<file path="config.mk">
export PLATFORM = sky130hd
export DESIGN_NAME = touch_keypad_code_lock_top
export DESIGN_NICKNAME = d
export VERILOG_FILES = /design/src/rtl/core/tkcl_pkg.sv /design/src/rtl/core/touch_keypad_code_lock_top.sv
export SDC_FILE = /design/constraint.sdc
export NUM_CORES = 1
export LEC_CHECK = 0
export BUFFER_PORTS_ARGS = -buffer_cell sky130_fd_sc_hd__buf_4
export CAP_MARGIN = 10
export CORE_MARGIN = 1
export CORE_UTILIZATION = 54
export CTS_CLUSTER_DIAMETER = 80
export DETAILED_ROUTE_END_ITERATION = 8
export PLACE_DENSITY = 0.81
export SYNTH_ARGS = -nofsm -noshare
export SYNTH_HDL_FRONTEND = slang
export SYNTH_SLANG_ARGS = --single-unit
</file>
<file path="constraint.sdc">
create_clock -name clk_i -period 4.3 [get_ports clk_i]
set_clock_uncertainty 0.15 [all_clocks]
set_input_delay 0.86 -clock clk_i [delete_from_list [all_inputs] [get_ports clk_i]]
set_output_delay 0.86 -clock clk_i [all_outputs]
set_load 0.02 [all_outputs]
</file>
<file path="src/rtl/core/tkcl_pkg.sv">
// ----------------------------------------------------------------------------
// tkcl_pkg
// Shared types, key codes and keypad zone bounds for the touch keypad lock.
// ----------------------------------------------------------------------------
`default_nettype none

package tkcl_pkg;

  localparam int unsigned CodeLengthDefault = 5;
  localparam int unsigned NumShownSlots     = 5;
  localparam int unsigned CodeWidth         = 20;
  localparam int unsigned DigitWidth        = 4;
  localparam int unsigned ApbAddrWidth      = 3;
  localparam int unsigned ApbDataWidth      = 32;

  typedef logic [DigitWidth-1:0] key_t;
  typedef logic [1:0]            status_t;

  localparam key_t KeyEmpty   = 4'd12;
  localparam key_t KeyNone    = 4'd12;
  localparam key_t KeyReturn  = 4'd13;
  localparam key_t KeyEnter   = 4'd14;
  localparam key_t KeyNoTouch = 4'd15;

  localparam status_t StUnknown = 2'd0;
  localparam status_t StCorrect = 2'd1;
  localparam status_t StWrong   = 2'd2;

  // register index on the configuration port
  localparam logic [ApbAddrWidth-3:0] RegSecretCode = '0;

  // keypad zones, all bounds exclusive
  localparam logic [7:0] Row0Lo = 8'd20;
  localparam logic [7:0] Row0Hi = 8'd45;
  localparam logic [7:0] Row1Lo = 8'd62;
  localparam logic [7:0] Row1Hi = 8'd87;
  localparam logic [7:0] Row2Lo = 8'd104;
  localparam logic [7:0] Row2Hi = 8'd129;
  localparam logic [7:0] Row3Lo = 8'd146;
  localparam logic [7:0] Row3Hi = 8'd170;
  localparam logic [7:0] Col0Lo = 8'd58;
  localparam logic [7:0] Col0Hi = 8'd95;
  localparam logic [7:0] Col1Lo = 8'd110;
  localparam logic [7:0] Col1Hi = 8'd148;
  localparam logic [7:0] Col2Lo = 8'd162;
  localparam logic [7:0] Col2Hi = 8'd199;
  localparam logic [7:0] FnColLo = 8'd226;
  localparam logic [7:0] FnColHi = 8'd251;

  typedef struct packed {
    logic [7:0] touch_x;
    logic [7:0] touch_y;
    logic       quit_key;
  } in_item_t;

  typedef struct packed {
    key_t    slot0;
    key_t    slot1;
    key_t    slot2;
    key_t    slot3;
    key_t    slot4;
    status_t status;
    key_t    key_code;
    logic    session_done;
  } out_item_t;

  // digit key at a keypad column and row
  function automatic key_t key_at(input logic [1:0] col, input logic [1:0] row);
    key_t k;
    k = KeyNone;
    case (col)
      2'd0: begin
        case (row)
          2'd0:    k = 4'd1;
          2'd1:    k = 4'd4;
          2'd2:    k = 4'd7;
          default: k = 4'd10;
        endcase
      end
      2'd1: begin
        case (row)
          2'd0:    k = 4'd2;
          2'd1:    k = 4'd5;
          2'd2:    k = 4'd8;
          default: k = 4'd0;
        endcase
      end
      2'd2: begin
        case (row)
          2'd0:    k = 4'd3;
          2'd1:    k = 4'd6;
          2'd2:    k = 4'd9;
          default: k = 4'd11;
        endcase
      end
      default: k = KeyNone;
    endcase
    return k;
  endfunction

endpackage

`default_nettype wire

</file>
<file path="src/rtl/core/touch_keypad_code_lock_top.sv">
// ----------------------------------------------------------------------------
// touch_keypad_code_lock_top
// Decodes touch positions to keypad keys, collects code digits and checks
// them against the programmed secret code.
//
//   channel   direction  payload             handshake
//   in        input      tkcl_pkg::in_item_t  in_valid_i / in_ready_o
//   out       output     tkcl_pkg::out_item_t out_valid_o / out_ready_i
//   cfg       input      secret code (APB)    psel / penable / pready
//
// One result per request; it passes the input register, then the result register.
// A request can be taken every cycle; the input register and the result
// register each hold one request, so while a result waits one more request
// is taken, then input stalls until the result leaves.
// Decode, slot update and code compare sit between the two registers.
// Reset empties all slots, clears the status and the secret code.
// ----------------------------------------------------------------------------
`default_nettype none

module touch_keypad_code_lock_top #(
  parameter int unsigned CODE_LENGTH = tkcl_pkg::CodeLengthDefault
) (
  input  wire logic                                clk_i,
  input  wire logic                                rst_ni,
  input  wire logic                                in_valid_i,
  output logic                                     in_ready_o,
  input  wire tkcl_pkg::in_item_t                  in_data_i,
  output logic                                     out_valid_o,
  input  wire logic                                out_ready_i,
  output tkcl_pkg::out_item_t                      out_data_o,
  input  wire logic                                psel,
  input  wire logic                                penable,
  input  wire logic                                pwrite,
  input  wire logic [tkcl_pkg::ApbAddrWidth-1:0]   paddr,
  input  wire logic [tkcl_pkg::ApbDataWidth-1:0]   pwdata,
  output logic [tkcl_pkg::ApbDataWidth-1:0]        prdata,
  output logic                                     pready
);

  localparam int unsigned CntW = $clog2(CODE_LENGTH + 1);
  localparam int unsigned ExtW = tkcl_pkg::DigitWidth * CODE_LENGTH;

  // configuration
  logic [tkcl_pkg::CodeWidth-1:0] code_q;
  logic                           cfg_hit;

  assign pready  = 1'b1;
  assign cfg_hit = (paddr[tkcl_pkg::ApbAddrWidth-1:2] == tkcl_pkg::RegSecretCode);
  assign prdata  = cfg_hit ? tkcl_pkg::ApbDataWidth'(code_q) : '0;

  always_ff @(posedge clk_i or negedge rst_ni) begin
    if (!rst_ni) begin
      code_q <= '0;
    end else if (psel && penable && pwrite && pready && cfg_hit) begin
      code_q <= pwdata[tkcl_pkg::CodeWidth-1:0];
    end
  end

  // handshake and pipeline registers
  logic                in_valid_q;
  tkcl_pkg::in_item_t  in_q;
  logic                out_valid_q;
  tkcl_pkg::out_item_t out_q;
  logic                advance;

  assign advance     = in_valid_q && (!out_valid_q || out_ready_i);
  assign in_ready_o  = !in_valid_q || advance;
  assign out_valid_o = out_valid_q;
  assign out_data_o  = out_q;

  // key decode
  logic [1:0]          row;
  logic                row_hit;
  logic [1:0]          col;
  logic                col_hit;
  logic                fn_hit;
  logic                touched;
  tkcl_pkg::key_t      key;

  assign touched = (in_q.touch_x != 8'd0) || (in_q.touch_y != 8'd0);

  always_comb begin
    row     = 2'd0;
    row_hit = 1'b1;
    if (in_q.touch_y > tkcl_pkg::Row0Lo && in_q.touch_y < tkcl_pkg::Row0Hi) begin
      row = 2'd0;
    end else if (in_q.touch_y > tkcl_pkg::Row1Lo && in_q.touch_y < tkcl_pkg::Row1Hi) begin
      row = 2'd1;
    end else if (in_q.touch_y > tkcl_pkg::Row2Lo && in_q.touch_y < tkcl_pkg::Row2Hi) begin
      row = 2'd2;
    end else if (in_q.touch_y > tkcl_pkg::Row3Lo && in_q.touch_y < tkcl_pkg::Row3Hi) begin
      row = 2'd3;
    end else begin
      row_hit = 1'b0;
    end

    col     = 2'd0;
    col_hit = 1'b1;
    fn_hit  = 1'b0;
    if (in_q.touch_x > tkcl_pkg::Col0Lo && in_q.touch_x < tkcl_pkg::Col0Hi) begin
      col = 2'd0;
    end else if (in_q.touch_x > tkcl_pkg::Col1Lo && in_q.touch_x < tkcl_pkg::Col1Hi) begin
      col = 2'd1;
    end else if (in_q.touch_x > tkcl_pkg::Col2Lo && in_q.touch_x < tkcl_pkg::Col2Hi) begin
      col = 2'd2;
    end else begin
      col_hit = 1'b0;
      fn_hit  = (in_q.touch_x > tkcl_pkg::FnColLo) && (in_q.touch_x < tkcl_pkg::FnColHi);
    end

    if (!touched) begin
      key = tkcl_pkg::KeyNoTouch;
    end else if (col_hit && row_hit) begin
      key = tkcl_pkg::key_at(col, row);
    end else if (fn_hit && row_hit && row == 2'd1) begin
      key = tkcl_pkg::KeyReturn;
    end else if (fn_hit && row_hit && row == 2'd2) begin
      key = tkcl_pkg::KeyEnter;
    end else begin
      key = tkcl_pkg::KeyNone;
    end
  end

  // slot state
  logic [CODE_LENGTH-1:0][tkcl_pkg::DigitWidth-1:0] digits_q, digits_d;
  logic [CntW-1:0]                                   fill_q, fill_d;
  tkcl_pkg::status_t                                 status_q, status_d, status_res;
  logic [ExtW-1:0]                                   code_ext;
  logic                                              match;
  logic                                              done;
  logic [tkcl_pkg::NumShownSlots-1:0][tkcl_pkg::DigitWidth-1:0] shown;

  // code digits beyond the register read as zero
  assign code_ext = ExtW'(code_q);

  always_comb begin
    match = 1'b1;
    for (int unsigned i = 0; i < CODE_LENGTH; i++) begin
      if (digits_q[i] != code_ext[tkcl_pkg::DigitWidth*i +: tkcl_pkg::DigitWidth]) begin
        match = 1'b0;
      end
    end
  end

  always_comb begin
    digits_d   = digits_q;
    fill_d     = fill_q;
    status_res = status_q;
    if (key < tkcl_pkg::KeyNone) begin
      if (fill_q < CntW'(CODE_LENGTH)) begin
        for (int unsigned i = 0; i < CODE_LENGTH; i++) begin
          if (fill_q == CntW'(i)) begin
            digits_d[i] = key;
          end
        end
        fill_d = fill_q + CntW'(1);
      end
    end else if (key == tkcl_pkg::KeyReturn) begin
      if (fill_q != '0) begin
        for (int unsigned i = 0; i < CODE_LENGTH; i++) begin
          if (fill_q == CntW'(i + 1)) begin
            digits_d[i] = tkcl_pkg::KeyEmpty;
          end
        end
        fill_d     = fill_q - CntW'(1);
        status_res = tkcl_pkg::StUnknown;
      end
    end else if (key == tkcl_pkg::KeyEnter) begin
      status_res = match ? tkcl_pkg::StCorrect : tkcl_pkg::StWrong;
    end

    done = in_q.quit_key || (status_res == tkcl_pkg::StCorrect);
    if (done) begin
      for (int unsigned i = 0; i < CODE_LENGTH; i++) begin
        digits_d[i] = tkcl_pkg::KeyEmpty;
      end
      fill_d = '0;
    end
    status_d = done ? tkcl_pkg::StUnknown : status_res;
  end

  for (genvar j = 0; j < tkcl_pkg::NumShownSlots; j++) begin : g_shown
    if (j < CODE_LENGTH) begin : g_slot
      assign shown[j] = digits_d[j];
    end else begin : g_blank
      assign shown[j] = tkcl_pkg::KeyEmpty;
    end
  end

  always_ff @(posedge clk_i or negedge rst_ni) begin
    if (!rst_ni) begin
      in_valid_q  <= 1'b0;
      out_valid_q <= 1'b0;
      fill_q      <= '0;
      status_q    <= tkcl_pkg::StUnknown;
      for (int unsigned i = 0; i < CODE_LENGTH; i++) begin
        digits_q[i] <= tkcl_pkg::KeyEmpty;
      end
    end else begin
      if (in_valid_i && in_ready_o) begin
        in_valid_q <= 1'b1;
      end else if (advance) begin
        in_valid_q <= 1'b0;
      end
      if (advance) begin
        out_valid_q <= 1'b1;
        fill_q      <= fill_d;
        status_q    <= status_d;
        digits_q    <= digits_d;
      end else if (out_ready_i) begin
        out_valid_q <= 1'b0;
      end
    end
  end

  always_ff @(posedge clk_i) begin
    if (in_valid_i && in_ready_o) begin
      in_q <= in_data_i;
    end
    if (advance) begin
      out_q.slot0        <= shown[0];
      out_q.slot1        <= shown[1];
      out_q.slot2        <= shown[2];
      out_q.slot3        <= shown[3];
      out_q.slot4        <= shown[4];
      out_q.status       <= status_res;
      out_q.key_code     <= key;
      out_q.session_done <= done;
    end
  end

  // checks
  assert property (@(posedge clk_i) disable iff (!rst_ni)
    fill_q <= CntW'(CODE_LENGTH))
    else $error("fill count beyond code length");

  assert property (@(posedge clk_i) disable iff (!rst_ni)
    status_q != tkcl_pkg::StCorrect)
    else $error("correct status kept past session end");

  assert property (@(posedge clk_i) disable iff (!rst_ni)
    advance && done |=> fill_q == '0)
    else $error("slots not cleared at session end");

  assert property (@(posedge clk_i) disable iff (!rst_ni)
    out_valid_q && out_q.session_done |->
      out_q.slot0 == tkcl_pkg::KeyEmpty && out_q.slot1 == tkcl_pkg::KeyEmpty &&
      out_q.slot2 == tkcl_pkg::KeyEmpty && out_q.slot3 == tkcl_pkg::KeyEmpty &&
      out_q.slot4 == tkcl_pkg::KeyEmpty)
    else $error("ended session reports filled slots");

  assert property (@(posedge clk_i) disable iff (!rst_ni)
    !in_valid_q |-> in_ready_o)
    else $error("empty input register refuses a request");

endmodule

`default_nettype wire
</file>
==> results.py <==
metrics = {
    "logic_synthesis": {
        "ys_seq_area_share_pct": 51.6,
        "synth_top_family_by_area": "simple AND/OR/NAND/NOR gates",
        "synthCells": 445,
        "async_reset_ff_share_pct": 51.6,
        "synthSimpleGateAreaFrac_pct": 17.6,
        "yosysWarnings": 0,
        "synth_compound_area_share_pct": 15.6,
        "yosysMostFrequentCell": "edfxtp_1",
        "synth_area_leaders": "edfxtp_1 27%, dfrtp_1 19%, dfstp_2 5.4%, mux2_2 4.9%, nand2_1 3.3%",
        "synthesis.area_um2": 4870,
        "synth_edf_count": 44,
        "synth_mux_area_share_pct": 4.86,
        "ys_types": 69,
        "synth_largest_area_cell": "edfxtp_1",
        "avgSynthCellArea_um2": 10.9,
        "synth-main-ff-cell": "edfxtp_1",
        "synthAdderAreaFrac_pct": 1.54,
        "synthTopCellsByCount": "44 x edfxtp_1, 43 x nand2_1, 37 x dfrtp_1, 29 x nor2_1, 25 x nor2b_1",
        "synth_seq_cells": 91,
        "synth.top_cell.area_share_pct": 27.2,
        "synth_xor_area_share_pct": 4.14,
    },
    "clocking": {
        "cts_hold_buf": 0,
        "clk_latency_ns": 0.36,
        "cts-root-buf": "clkbuf_8",
        "cts_tree": "done",
        "cts_made_buffers": 9,
        "cts_max_level": 3,
        "clock_path_buffers": 2,
        "ctsResizeCount": 0,
        "clkTransAtPathRegs_ns": 0.09,
        "cts.sinks": 91,
        "postCtsSetupRepairBufs": 0,
    },
    "run": {
        "drv_cap": 0,
    },
    "sta": {
        "hold_viol_final": 0,
        "period_needed_ns": 3.70,
        "slew_violations": 0,
        "setup_slack_ns": 0.604,
        "worst_pin_slew_ns": 1.04,
        "rsz0062_at_grt": "no",
        "post-route-period-util_pct": 86.0,
        "fmax_ghz": 0.271,
        "setup-violations-final": 0,
        "slew_headroom_pct": 30.3,
        "fin_tns_setup_ns": 0,
    },
    "global_routing": {
        "overflow": 0,
        "grt_use_total_pct": 24.7,
        "grt_max_degree": 48,
        "grt_pass1_wl_um": 18500,
        "grt_pass1_vias": 3793,
        "antenna_found_initial": 0,
    },
    "run_status": {
        "status": "complete, no violations",
    },
    "placement": {
        "placed_cells": 632,
        "dp_hpwl_um": 8260,
        "port_buffers": 93,
        "dpl_worst_slack_ns": 0.692,
        "gp_congestion": 0.872,
    },
    "critical_path": {
        "cp_slowest_stage_delay_ns": 0.55,
        "path_cells": "nor2b_1, or3b_1, a21oi_1, or2_1, o21ai_0, a211o_1, a31oi_4, inv_2, o21ai_1, a32o_1",
        "slowest_stage": "edfxtp_1",
        "end_kind": "flop",
        "crit_fanout": 15,
        "required_ns": 4.45,
        "critPathArrivalTime_ns": 3.84,
        "crit_family": "compound AO/OA/AOI/OAI gates",
        "crit_buf_inv": 1,
        "path_class": "reg2reg",
        "start_kind": "flop",
    },
    "detailed_routing": {
        "antenna_left": 0,
        "wl_per_cell_um": 17.5,
        "vias": 3909,
        "totalWireLength_um": 11300,
        "drc": 0,
        "first_pass_iters": 5,
        "first_iter_violations": 333,
        "viasPerCell": 6.03,
    },
    "floorplan": {
        "die_y_um": 96.9,
        "io-pin-count": 121,
        "row_count": 34,
        "core_area_um2": 8720,
        "initial_core_util_pct": 55.8,
        "die_area_um2": 9390,
        "die_x_um": 96.9,
    },
    "pwr": {
        "pwr-share-seq_pct": 49.2,
        "p_int_w": 0.00154,
        "pwr-share-clk_pct": 28.3,
        "vdd_drop_max_uv": 228,
        "p_switching_w": 0.000682,
        "pwr-share-comb_pct": 22.6,
        "swShare_pct": 30.8,
        "power_density_nw_per_um2": 382,
        "p_leak_nw": 2.36,
    },
    "layout": {
        "fill_cells": 696,
        "antenna_cells": 0,
        "nets": 600,
        "final_cells": 648,
        "areaGrowthSynthToFinish_pct": 19.3,
        "layout-drive-gt1-share_pct": 28.3,
    },
    "worst_hold_path": {
        "hp-class": "reg2reg",
    },
}
-- worst register-to-register path, delay by kind of cell, from the launching register on --
kind | cells | cell delay [ns]
AND/OR/NAND/NOR | 3 | 0.85
AO/OA/AOI/OAI | 6 | 1.87
buffers and inverters | 1 | 0.21
flip-flops | 1 | 0.55
-- cell type report --
cell class	instances	area [um2]	area share (%)
flip-flops and latches	91	2510	43.2
repair buffers	97	728	12.5
clock buffers	11	153	2.63
multi-input cells	326	2180	37.5
clock inverters	5	63.8	1.10
well taps	108	135	2.33
inverters	10	37.5	0.647
-- final timing paths --
kind | from | to | depth (start not counted) | slack (ns)
max | in_q[6] | digits_q[17] | 10 | 0.60
min | in_valid_q | out_valid_o | 1 | 0.34
max reg2reg | in_q[6] | digits_q[17] | 10 | 0.60
min reg2reg | in_valid_q | out_valid_o | 1 | 0.34
max in group asynchronous | rst_ni | fill_q[0] | 1 | 3.24
min in group asynchronous | rst_ni | code_ext[18] | 1 | 0.35
-- logic make-up after synthesis --
logic type               count (synthesis)
XOR/XNOR                                23
other                                    2
adder cells (fa/ha/maj)                  6
multiplexers                            21
flip-flops                              91
AO/OA/AOI/OAI                          100
buffers and inverters                   39
AND/OR/NAND/NOR                        163
-- stage by stage --
| step | hold slack [ns] | instance area [um2] | utilization (%) | total power [W] |
|---|---|---|---|---|
| floorplan | 0.307 | 4910 | - | 0.00142 |
| global placement | 0.320 | 5590 | 64.1 | 0.00158 |
| detailed placement | 0.334 | 5590 | 64.1 | 0.00160 |
| CTS | 0.348 | 5810 | 66.6 | 0.00223 |
| global route | 0.382 | 5810 | 66.6 | 0.00231 |
| finish | 0.343 | 5810 | 66.6 | 0.00222 |
-- placed cells by master, fill, tap and decap left out, types with 4 or more instances in the layout --
cell type and instances:
buf_4 97, edfxtp_1 44, nand2_1 43, dfrtp_1 37
nor2_1 29, nor2b_1 25, mux2_2 21, o21ai_0 13
a21oi_1 13, nand3_1 13, xnor2_1 13, conb_1 13
nor3_1 12, o22ai_1 10, xor2_1 10, dfstp_2 10
inv_1 9, o2bb2ai_1 9, clkbuf_8 9, a22oi_1 8
a2bb2oi_1 8, ha_1 6, nand4_1 5, nand2b_1 5
and2_1 4, nand3b_1 4, o21ai_1 4
-- power groups by stage --
stage	sequential (W)	combinational (W)	clock [W]
after global routing	0.00110	0.000535	0.000674
after detailed placement	0.00111	0.000493	0
final	0.00109	0.000501	0.000627
after floorplan	0.00110	0.000327	0
after CTS	0.00109	0.000496	0.000642
after global placement	0.00110	0.000479	0
-- flip-flops by register name, indices dropped and copies added (netlist names) --
signal,count
in_q,17
fill_q,3
status_q,2
digits_q,20
out_data_o,27
code_ext,20
out_valid_o,1
in_valid_q,1
-- routing by layer --
| metal | part of all wire [%] | global-route usage [%] | vias to the layer above |
|---|---|---|---|
| li1 | - | - | 1794 |
| met1 | 41 | 33.0 | 1857 |
| met3 | 7.8 | 3.97 | 39 |
| met4 | 2.7 | 9.64 | 0 |
| met5 | 0 | 0 | - |
| met2 | 49 | 40.3 | 219 |
Note: power is estimated with default switching activity, not from simulation.
